$ cat config.mk
export PLATFORM = sky130hd
export DESIGN_NAME = priority_ready_queue_unit
export DESIGN_NICKNAME = d
export VERILOG_FILES = /design/src/sv/prq_pkg.sv /design/src/sv/priority_ready_queue_unit.sv /design/src/sv/prq_ram.sv /design/src/sv/prq_seq.sv
export VERILOG_INCLUDE_DIRS = /design/src /design/src/sv
export SDC_FILE = /design/constraint.sdc
export NUM_CORES = 1
export LEC_CHECK = 0
export BUFFER_PORTS_ARGS = -buffer_cell sky130_fd_sc_hd__buf_2
export CAP_MARGIN = 20
export CORE_MARGIN = 4
export CORE_UTILIZATION = 63
export DETAILED_ROUTE_END_ITERATION = 10
export PLACE_DENSITY = 0.76
export SETUP_SLACK_MARGIN = 0.4
export SYNTH_ARGS = -nofsm -noshare
export SYNTH_HDL_FRONTEND = slang
export SYNTH_SLANG_ARGS = --single-unit
$ cat constraint.sdc
create_clock -name clk_i -period 6.3 [get_ports clk_i]
set_input_delay 1.26 -clock clk_i [delete_from_list [all_inputs] [get_ports clk_i]]
set_output_delay 1.26 -clock clk_i [all_outputs]
set_load 0.1 [all_outputs]
$ cat src/sv/assert_macros.svh
// Assertion macros for the RTL of the ready queue.
// Self-contained; included by priority_ready_queue_unit to check its own logic.
`ifndef ASSERT_MACROS_SVH
`define ASSERT_MACROS_SVH

// Generic clocked assertion with an active-low reset that disables it.
`define PRQ_ASSERT_CLK(lbl, clk, rstn, prop, msg) \
  lbl: assert property (@(posedge clk) disable iff (!rstn) prop) else $error(msg);

// Same, on the standard clk_i / rst_ni pair.
`define PRQ_ASSERT(lbl, prop, msg) \
  `PRQ_ASSERT_CLK(lbl, clk_i, rst_ni, prop, msg)

`endif

$ cat src/sv/prq_pkg.sv
// Package for the priority ready queue: field widths, opcodes, result struct.
// No dependencies; imported by every module of the block.
package prq_pkg;

  localparam int DEF_QUEUE_DEPTH     = 64;
  localparam int DEF_PRIORITY_LEVELS = 64;

  localparam int ID_W        = 8;
  localparam int PRIO_W      = 6;
  localparam int OCC_W       = 7;
  localparam int ENTRY_W     = ID_W + PRIO_W;
  localparam int IN_TDATA_W  = 24;
  localparam int OUT_TDATA_W = 32;

  localparam logic OP_INSERT = 1'b0;
  localparam logic OP_POP    = 1'b1;

  typedef struct packed {
    logic              popped_valid;
    logic [ID_W-1:0]   popped_id;
    logic [PRIO_W-1:0] popped_priority;
    logic              idle_selected;
    logic              overflow;
    logic              preempt;
    logic [OCC_W-1:0]  occupancy;
  } result_t;

endpackage

$ cat src/sv/priority_ready_queue_unit.sv
// Top level of the priority ready queue: stream ports, result register,
// entry store and sequencer. Depends on prq_pkg, prq_ram, prq_seq and assert_macros.svh.
//
//  channel  | dir | handshake                | contents
//  s_axis   | in  | s_axis_tvalid_i/tready_o | insert or pop request
//  m_axis   | out | m_axis_tvalid_o/tready_i | one result per request
//
// A pop passes through S_POP, S_HRD and S_HCHK (an empty queue skips S_POP), an insert
// into a full queue goes to S_HRD and S_HCHK, and any other insert first walks S_WALK and
// S_CMP past the stored entries of lower priority (up to QUEUE_DEPTH - 1): one read port
// moves one entry a cycle. s_axis_tready_o is low while a request is being worked on; the
// result register lets the next request in while the previous result waits.
// Reset empties the queue at once; the store itself is not cleared.
module priority_ready_queue_unit import prq_pkg::*; #(
  parameter int QUEUE_DEPTH     = DEF_QUEUE_DEPTH,
  parameter int PRIORITY_LEVELS = DEF_PRIORITY_LEVELS
) (
  input  logic                   clk_i,
  input  logic                   rst_ni,
  input  logic                   s_axis_tvalid_i,
  output logic                   s_axis_tready_o,
  // [7:0] task_id, [13:8] task_priority, [19:14] current_priority, [23:20] zero
  input  logic [IN_TDATA_W-1:0]  s_axis_tdata_i,
  // [0] opcode
  input  logic                   s_axis_tuser_i,
  output logic                   m_axis_tvalid_o,
  input  logic                   m_axis_tready_i,
  // [0] popped_valid, [8:1] popped_id, [14:9] popped_priority, [15] idle_selected,
  // [16] overflow, [17] preempt, [24:18] occupancy, [31:25] zero
  output logic [OUT_TDATA_W-1:0] m_axis_tdata_o
);

  `include "assert_macros.svh"

  localparam int PTR_W = $clog2(QUEUE_DEPTH);

  logic               seq_idle, start, out_free, res_valid;
  result_t            res, res_q;
  logic               out_valid_q, out_valid_d;
  logic               mem_we, mem_re;
  logic [PTR_W-1:0]   mem_waddr, mem_raddr;
  logic [ENTRY_W-1:0] mem_wdata, mem_rdata;
  logic               pop_both_kinds, overflow_on_pop;

  assign s_axis_tready_o = seq_idle;
  assign start           = s_axis_tvalid_i && seq_idle;
  assign out_free        = !out_valid_q || m_axis_tready_i;

  prq_seq #(
    .QUEUE_DEPTH     (QUEUE_DEPTH),
    .PRIORITY_LEVELS (PRIORITY_LEVELS)
  ) u_seq (
    .clk_i              (clk_i),
    .rst_ni             (rst_ni),
    .start_i            (start),
    .opcode_i           (s_axis_tuser_i),
    .task_id_i          (s_axis_tdata_i[7:0]),
    .task_priority_i    (s_axis_tdata_i[13:8]),
    .current_priority_i (s_axis_tdata_i[19:14]),
    .idle_o             (seq_idle),
    .out_free_i         (out_free),
    .res_valid_o        (res_valid),
    .res_o              (res),
    .mem_we_o           (mem_we),
    .mem_waddr_o        (mem_waddr),
    .mem_wdata_o        (mem_wdata),
    .mem_re_o           (mem_re),
    .mem_raddr_o        (mem_raddr),
    .mem_rdata_i        (mem_rdata)
  );

  prq_ram #(
    .QUEUE_DEPTH (QUEUE_DEPTH)
  ) u_ram (
    .clk_i   (clk_i),
    .we_i    (mem_we),
    .waddr_i (mem_waddr),
    .wdata_i (mem_wdata),
    .re_i    (mem_re),
    .raddr_i (mem_raddr),
    .rdata_o (mem_rdata)
  );

  always_comb begin
    out_valid_d = out_valid_q;
    if (res_valid) begin
      out_valid_d = 1'b1;
    end else if (m_axis_tready_i) begin
      out_valid_d = 1'b0;
    end
  end

  always_ff @(posedge clk_i or negedge rst_ni) begin
    if (!rst_ni) begin
      out_valid_q <= 1'b0;
    end else begin
      out_valid_q <= out_valid_d;
    end
  end

  always_ff @(posedge clk_i) begin
    if (res_valid) begin
      res_q <= res;
    end
  end

  assign m_axis_tvalid_o = out_valid_q;
  assign m_axis_tdata_o  = {7'd0, res_q.occupancy, res_q.preempt, res_q.overflow,
                            res_q.idle_selected, res_q.popped_priority,
                            res_q.popped_id, res_q.popped_valid};

  assign pop_both_kinds  = res_q.popped_valid && res_q.idle_selected;
  assign overflow_on_pop = res_q.overflow && (res_q.popped_valid || res_q.idle_selected);

  `PRQ_ASSERT(a_busy_after_accept, start |=> !s_axis_tready_o, "accepted a request while busy")
  `PRQ_ASSERT(a_no_result_overwrite, res_valid |-> out_free, "result overwritten before transfer")
  `PRQ_ASSERT(a_pop_kind_exclusive, m_axis_tvalid_o |-> !pop_both_kinds, "pop removed and idle")
  `PRQ_ASSERT(a_overflow_not_pop, m_axis_tvalid_o |-> !overflow_on_pop, "overflow on a pop result")

endmodule

$ cat src/sv/prq_ram.sv
// Single-port-write, single-port-read entry store with registered read data.
// Depends on prq_pkg for the entry width.
module prq_ram import prq_pkg::*; #(
  parameter int QUEUE_DEPTH = DEF_QUEUE_DEPTH,
  localparam int PTR_W      = $clog2(QUEUE_DEPTH)
) (
  input  logic               clk_i,
  input  logic               we_i,
  input  logic [PTR_W-1:0]   waddr_i,
  input  logic [ENTRY_W-1:0] wdata_i,
  input  logic               re_i,
  input  logic [PTR_W-1:0]   raddr_i,
  output logic [ENTRY_W-1:0] rdata_o
);

  logic [ENTRY_W-1:0] mem [QUEUE_DEPTH];
  logic [ENTRY_W-1:0] rdata_q;

  always_ff @(posedge clk_i) begin
    if (we_i) begin
      mem[waddr_i] <= wdata_i;
    end
  end

  always_ff @(posedge clk_i) begin
    if (re_i) begin
      rdata_q <= mem[raddr_i];
    end
  end

  assign rdata_o = rdata_q;

endmodule

$ cat src/sv/prq_seq.sv
// Sequencer of the ready queue: circular buffer pointers, insertion walk
// with one shared priority compare, pop and head check. Uses prq_pkg.
module prq_seq import prq_pkg::*; #(
  parameter int QUEUE_DEPTH     = DEF_QUEUE_DEPTH,
  parameter int PRIORITY_LEVELS = DEF_PRIORITY_LEVELS,
  localparam int PTR_W          = $clog2(QUEUE_DEPTH),
  localparam int CNT_W          = $clog2(QUEUE_DEPTH + 1)
) (
  input  logic               clk_i,
  input  logic               rst_ni,
  input  logic               start_i,
  input  logic               opcode_i,
  input  logic [ID_W-1:0]    task_id_i,
  input  logic [PRIO_W-1:0]  task_priority_i,
  input  logic [PRIO_W-1:0]  current_priority_i,
  output logic               idle_o,
  input  logic               out_free_i,
  output logic               res_valid_o,
  output result_t            res_o,
  output logic               mem_we_o,
  output logic [PTR_W-1:0]   mem_waddr_o,
  output logic [ENTRY_W-1:0] mem_wdata_o,
  output logic               mem_re_o,
  output logic [PTR_W-1:0]   mem_raddr_o,
  input  logic [ENTRY_W-1:0] mem_rdata_i
);

  localparam logic [2:0] S_IDLE = 3'd0;
  localparam logic [2:0] S_POP  = 3'd1;
  localparam logic [2:0] S_WALK = 3'd2;
  localparam logic [2:0] S_CMP  = 3'd3;
  localparam logic [2:0] S_HRD  = 3'd4;
  localparam logic [2:0] S_HCHK = 3'd5;

  localparam int PRIO_MAX_I = (PRIORITY_LEVELS - 1 > 63) ? 63 : PRIORITY_LEVELS - 1;
  localparam logic [PRIO_W-1:0] PRIO_MAX = PRIO_W'(PRIO_MAX_I);
  localparam logic [PTR_W-1:0]  PTR_LAST = PTR_W'(QUEUE_DEPTH - 1);
  localparam logic [CNT_W-1:0]  CNT_FULL = CNT_W'(QUEUE_DEPTH);

  function automatic logic [PRIO_W-1:0] clamp_prio(input logic [PRIO_W-1:0] p);
    return (p > PRIO_MAX) ? PRIO_MAX : p;
  endfunction

  function automatic logic [PTR_W-1:0] ptr_inc(input logic [PTR_W-1:0] p);
    return (p == PTR_LAST) ? '0 : p + PTR_W'(1);
  endfunction

  function automatic logic [PTR_W-1:0] ptr_dec(input logic [PTR_W-1:0] p);
    return (p == '0) ? PTR_LAST : p - PTR_W'(1);
  endfunction

  logic [2:0]        state_q, state_d;
  logic [PTR_W-1:0]  head_q, head_d, tail_q, tail_d, wa_q, wa_d;
  logic [CNT_W-1:0]  cnt_q, cnt_d, k_q, k_d;
  logic [ID_W-1:0]   new_id_q, new_id_d, pid_q, pid_d;
  logic [PRIO_W-1:0] new_prio_q, new_prio_d, cur_q, cur_d, ppr_q, ppr_d;
  logic              pv_q, pv_d, idle_sel_q, idle_sel_d, ovf_q, ovf_d;

  logic [ID_W-1:0]   rd_id;
  logic [PRIO_W-1:0] rd_prio;
  logic              stop_here;

  assign rd_id   = mem_rdata_i[ENTRY_W-1:PRIO_W];
  assign rd_prio = mem_rdata_i[PRIO_W-1:0];
  // shared compare: new entry goes after any stored entry of equal or higher priority
  assign stop_here = (rd_prio >= new_prio_q);

  always_comb begin
    state_d    = state_q;
    head_d     = head_q;
    tail_d     = tail_q;
    wa_d       = wa_q;
    cnt_d      = cnt_q;
    k_d        = k_q;
    new_id_d   = new_id_q;
    new_prio_d = new_prio_q;
    cur_d      = cur_q;
    pv_d       = pv_q;
    pid_d      = pid_q;
    ppr_d      = ppr_q;
    idle_sel_d = idle_sel_q;
    ovf_d      = ovf_q;
    mem_we_o    = 1'b0;
    mem_waddr_o = wa_q;
    mem_wdata_o = {new_id_q, new_prio_q};
    mem_re_o    = 1'b0;
    mem_raddr_o = head_q;
    res_valid_o = 1'b0;

    unique case (state_q)
      S_IDLE: begin
        if (start_i) begin
          new_id_d   = task_id_i;
          new_prio_d = clamp_prio(task_priority_i);
          cur_d      = clamp_prio(current_priority_i);
          pv_d       = 1'b0;
          pid_d      = '0;
          ppr_d      = '0;
          idle_sel_d = 1'b0;
          ovf_d      = 1'b0;
          if (opcode_i == OP_POP) begin
            if (cnt_q == '0) begin
              idle_sel_d = 1'b1;
              state_d    = S_HRD;
            end else begin
              mem_re_o = 1'b1;
              state_d  = S_POP;
            end
          end else begin
            if (cnt_q == CNT_FULL) begin
              ovf_d   = 1'b1;
              state_d = S_HRD;
            end else begin
              wa_d    = tail_q;
              k_d     = cnt_q;
              state_d = S_WALK;
            end
          end
        end
      end
      S_POP: begin
        pv_d    = 1'b1;
        pid_d   = rd_id;
        ppr_d   = rd_prio;
        head_d  = ptr_inc(head_q);
        cnt_d   = cnt_q - CNT_W'(1);
        state_d = S_HRD;
      end
      S_WALK: begin
        if (k_q == '0) begin
          mem_we_o = 1'b1;
          tail_d   = ptr_inc(tail_q);
          cnt_d    = cnt_q + CNT_W'(1);
          state_d  = S_HRD;
        end else begin
          mem_re_o    = 1'b1;
          mem_raddr_o = ptr_dec(wa_q);
          state_d     = S_CMP;
        end
      end
      S_CMP: begin
        mem_we_o = 1'b1;
        if (stop_here) begin
          tail_d  = ptr_inc(tail_q);
          cnt_d   = cnt_q + CNT_W'(1);
          state_d = S_HRD;
        end else begin
          // move the lower-priority entry one slot toward the tail
          mem_wdata_o = mem_rdata_i;
          wa_d        = ptr_dec(wa_q);
          k_d         = k_q - CNT_W'(1);
          if (k_q == CNT_W'(1)) begin
            state_d = S_WALK;
          end else begin
            mem_re_o    = 1'b1;
            mem_raddr_o = ptr_dec(ptr_dec(wa_q));
          end
        end
      end
      S_HRD: begin
        mem_re_o = 1'b1;
        state_d  = S_HCHK;
      end
      S_HCHK: begin
        if (out_free_i) begin
          res_valid_o = 1'b1;
          state_d     = S_IDLE;
        end
      end
      default: state_d = S_IDLE;
    endcase
  end

  always_comb begin
    res_o.popped_valid    = pv_q;
    res_o.popped_id       = pid_q;
    res_o.popped_priority = ppr_q;
    res_o.idle_selected   = idle_sel_q;
    res_o.overflow        = ovf_q;
    res_o.preempt         = (cnt_q != '0) && (rd_prio > cur_q);
    res_o.occupancy       = OCC_W'(cnt_q);
  end

  assign idle_o = (state_q == S_IDLE);

  always_ff @(posedge clk_i or negedge rst_ni) begin
    if (!rst_ni) begin
      state_q <= S_IDLE;
      head_q  <= '0;
      tail_q  <= '0;
      cnt_q   <= '0;
    end else begin
      state_q <= state_d;
      head_q  <= head_d;
      tail_q  <= tail_d;
      cnt_q   <= cnt_d;
    end
  end

  always_ff @(posedge clk_i) begin
    wa_q       <= wa_d;
    k_q        <= k_d;
    new_id_q   <= new_id_d;
    new_prio_q <= new_prio_d;
    cur_q      <= cur_d;
    pv_q       <= pv_d;
    pid_q      <= pid_d;
    ppr_q      <= ppr_d;
    idle_sel_q <= idle_sel_d;
    ovf_q      <= ovf_d;
  end

endmodule

==> flow_summary_export.csv <==
group,metric,value,unit
outcome,outcome,"finished, final reports clean",
worst_setup_path,timing.rr.start,"u_seq.state_q[2]$_DFFE_PN0P_",
timing,fin_crit,5.45,ns
logic_synthesis,synth_edf_count,985,
worst_setup_path,r2r_setup_slack,0.85,ns
logic_synthesis,synth_common_cells,"985 x edfxtp_1, 514 x nand2_1, 174 x and3_1",
logic_synthesis,synthTopCellsByArea,"edfxtp_1 72%, nand2_1 4.7%, a211oi_1 3.1%, and3_1 2.7%, a311oi_1 2.0%",
clock_tree,cts_hold_buf,0,
timing,fmax,0.183,GHz
worst_setup_path,crit_arrival,5.93,ns
cells_and_area,fin_util,71.0,%
clock_tree,clkLatencyLatePin,0.66,ns
power_and_ir_drop,power_frac_seq,35.0,%
clock_tree,cts_root_buf,"clkbuf_16",
logic_synthesis,syn-cell-area,41100,um^2
drt,first_pass_iters,6,
die,rows,93,
clock_tree,cts_tree,"yes",
logic_synthesis,synth_seq_cells,1008,
worst_setup_path,path_delay_family,"compound AO/OA/AOI/OAI gates",
global_route,antenna_found_initial,2,
drt,ant_nets,0,
cells_and_area,area_growth,11.4,%
placement,dp.final_hpwl,58.4,mm
timing,tns,0,ns
worst_setup_path,ff2ff_path_depth,12,
clock_tree,cts_setup_buffers,0,
timing,hold_violations,0,
global_route,grt_pass1_vias,25049,
clock_tree,cts_resized,0,
cells_and_area,n_antenna_cell,0,
logic_synthesis,synthArstFlopShare,2.28,%
timing,holdWs,0.419,ns
power_and_ir_drop,p_sw,0.0100,W
logic_synthesis,syn_inst,2868,
logic_synthesis,synth-compound-area-share,10.4,%
clock_tree,cts_max_path_buffers,3,
worst_setup_path,cp-end-kind,"register",
logic_synthesis,yosysTopAreaCellShare,72.0,%
worst_setup_path,crit_buf_inv,3,
logic_synthesis,yosysSeqAreaShare,73.4,%
placement,globalplace.congestion,0.965,
clock_tree,cts.sinks,1008,
worst_setup_path,endpoint,"u_ram.rdata_o[4]$_DFFE_PP_",
worst_setup_path,setup.worst_path.start,"u_seq.state_q[2]$_DFFE_PN0P_",
global_route,grt_pass1_wl,153,mm
global_route,grt_max_degree,147,
logic_synthesis,synthAdderAreaFrac,0.810,%
global_route,grt_overflow,0,
global_route,grt_util_all_layers,29.0,%
clock_tree,clkSlewWorstSetupHoldPaths,0.06,ns
logic_synthesis,yosysMostFrequentCell,"edfxtp_1",
cells_and_area,drive_above_1_share,13.0,%
clock_tree,h-tree-depth,3,
timing,min_period_over_period,86.5,%
logic_synthesis,muxShareOfSynthArea,1.91,%
logic_synthesis,ys_types,75,
job,maxCapViolCount,0,
drt,drt-wirelength-per-cell,26.7,um
drt,drt_iter0_markers,3513,
power_and_ir_drop,p_clk_share,23.0,%
timing,rsz0062_at_grt,"false",
die,fp.dieH,263,um
die,initial_core_util,63.7,%
worst_setup_path,path_class,"reg -> reg",
worst_setup_path,path_cells,"nor2b_1 > inv_2 > a211o_1 > o211ai_1 > buf_4 > buf_4 > and3_1 > a211oi_1 > a31oi_1 > a22oi_1 > a21boi_0 > or4_1",
timing,relSlewSlack,26.2,%
worst_setup_path,crit_top_cell,"buf_4",
die,fp.dieW,263,um
worst_setup_path,path_depth,12,
cells_and_area,nNetsFinal,2977,
min_path,hold_class,"reg -> reg",
timing,finalSetupViolCount,0,
cells_and_area,post_layout_nonfiller_instances,3858,
timing,worstMarginPinSlew,1.10,ns
drt,drcViolationCount,0,
drt,avgViaCountPerCell,6.69,
timing,slew_viol_final,0,
power_and_ir_drop,netSwitchingFraction,40.6,%
logic_synthesis,yosys_warnings,0,
die,core-area,64500,um^2
worst_setup_path,cp_slowest_cell,"a21boi_0",
die,io-pin-count,63,
power_and_ir_drop,pwr-share-comb,42.0,%
power_and_ir_drop,power.internal,0.0146,W
logic_synthesis,synthFlopType,"edfxtp_1",
logic_synthesis,synth_top_cell_by_area,"edfxtp_1",
power_and_ir_drop,max-vdd-ir-drop,0.529,mV
drt,vias,25809,
power_and_ir_drop,p_leak,15.6,nW
power_and_ir_drop,power.density,538,nW/um^2
die,design.die.area,69300,um^2
worst_setup_path,path_max_fanout,92,
worst_setup_path,r2r-end,"u_ram.rdata_o[4]$_DFFE_PP_",
placement,dp.cells,3671,
worst_setup_path,worst_ep_required_time,6.78,ns
logic_synthesis,synth_top_family_by_area,"compound AO/OA/AOI/OAI gates",
drt,wl,103,mm
worst_setup_path,start_kind,"register",
placement,numPortBuffers,51,
logic_synthesis,yosys.area_share.xor_xnor,0.469,%
timing,clock_skew,0.0299,ns
logic_synthesis,synthSimpleGateAreaFrac,10.4,%
worst_setup_path,cp_slowest_stage_delay,0.80,ns
clock_tree,cts_buffers,98,
logic_synthesis,syn_area_per_cell,14.3,um^2
worst min path at each step:
stage                            startpoint                      endpoint  slack, ns  cells after the start
6_report       u_seq.pid_q[4]$_SDFFCE_PN0P_   m_axis_tdata_o[5]$_DFFE_PP_       0.42                      0
5_1_grt        u_seq.pid_q[4]$_SDFFCE_PN0P_   m_axis_tdata_o[5]$_DFFE_PP_       0.42                      0
4_1_cts        u_seq.pid_q[4]$_SDFFCE_PN0P_   m_axis_tdata_o[5]$_DFFE_PP_       0.42                      0
3_5_place_dp   u_seq.pid_q[3]$_SDFFCE_PN0P_   m_axis_tdata_o[4]$_DFFE_PP_       0.40                      0
3_3_place_gp   u_seq.ppr_q[4]$_SDFFCE_PN0P_  m_axis_tdata_o[13]$_DFFE_PP_       0.40                      0
2_1_floorplan          u_seq.pv_q$_DFFE_PP_   m_axis_tdata_o[0]$_DFFE_PP_       0.40                      0
power groups by stage:
stage	combinational [W]	sequential, W	clock [W]
floorplan	0.00651	0.00882	0
global placement	0.00972	0.00873	0
detailed placement	0.0100	0.00875	0
CTS	0.0101	0.00861	0.00572
global route	0.0110	0.00863	0.00601
finish	0.0103	0.00862	0.00566
cells by family after synthesis:
family	Yosys count
and+or+nand+nor	933
muxes	38
adders and majority gates	26
other	1
buffers and inverters	246
DFF	1008
AOI/OAI and AO/OA	594
xor gates and xnor gates	22
registers in the layout, summed over array words and instances (netlist names), 7 cells and up:
signal / cells
u_ram.mem: 896
m_axis_tdata_o: 25
u_ram.rdata_o: 14
u_seq.new_id_q: 8
u_seq.pid_q: 8
u_seq.cnt_q: 7
u_seq.k_q: 7
routing by layer:
layer,GRT usage (%),vias to the layer above,part of all wire (%)
met5,0,-,0
met3,5.93,265,10
met1,39.8,12836,37
met2,46.1,1494,48
li1,-,11214,-
met4,12.5,0,4.9
worst register-to-register path: stages (launching register included):
cell and delay [ns]:
dfrtp_1 0.50, nor2b_1 0.59, inv_2 0.38, a211o_1 0.44, o211ai_1 0.22, buf_4 0.29
buf_4 0.75, and3_1 0.39, a211oi_1 0.05, a31oi_1 0.31, a22oi_1 0.18, a21boi_0 0.80
or4_1 0.38
cells in the final DEF, fill, tap and decap left out, types with 17 or more instances in the layout:
cell	synthesis	final
a211oi_1	172	172
a21oi_1	61	61
a22oi_1	39	39
a311oi_1	92	92
a31oi_1	103	102
and3_1	174	174
buf_2	47	51
buf_4	10	105
clkbuf_16	0	100
clkinv_1	0	29
clkinv_2	0	18
dfrtp_1	23	23
edfxtp_1	985	985
ha_1	25	25
inv_1	21	21
mux4_2	32	32
nand2_1	514	506
nand3_1	53	53
nor2_1	100	98
o21ai_0	33	27
o21bai_1	17	17
o22ai_1	30	30
cell type report:
cell class                      instances  area (um^2)
Sequential cell                      1008        30200
Fill cell                            4017        18700
Multi-Input combinational cell       1620        10000
Clock buffer                          119         2600
Timing Repair Buffer                  172         1320
Tap cell                              855         1070
Clock inverter                         62          507
Inverter                               22         82.6
stage by stage:
step           area, um^2  setup slack (ns)  total power (W)
3_5_place_dp        42600              1.07           0.0188
5_1_grt             45800             0.746           0.0256
6_report            45800             0.849           0.0246
2_1_floorplan       41100              1.49           0.0153
3_3_place_gp        42500              1.23           0.0185
4_1_cts             45700              1.07           0.0245
Note: power is estimated with default switching activity, not from simulation.
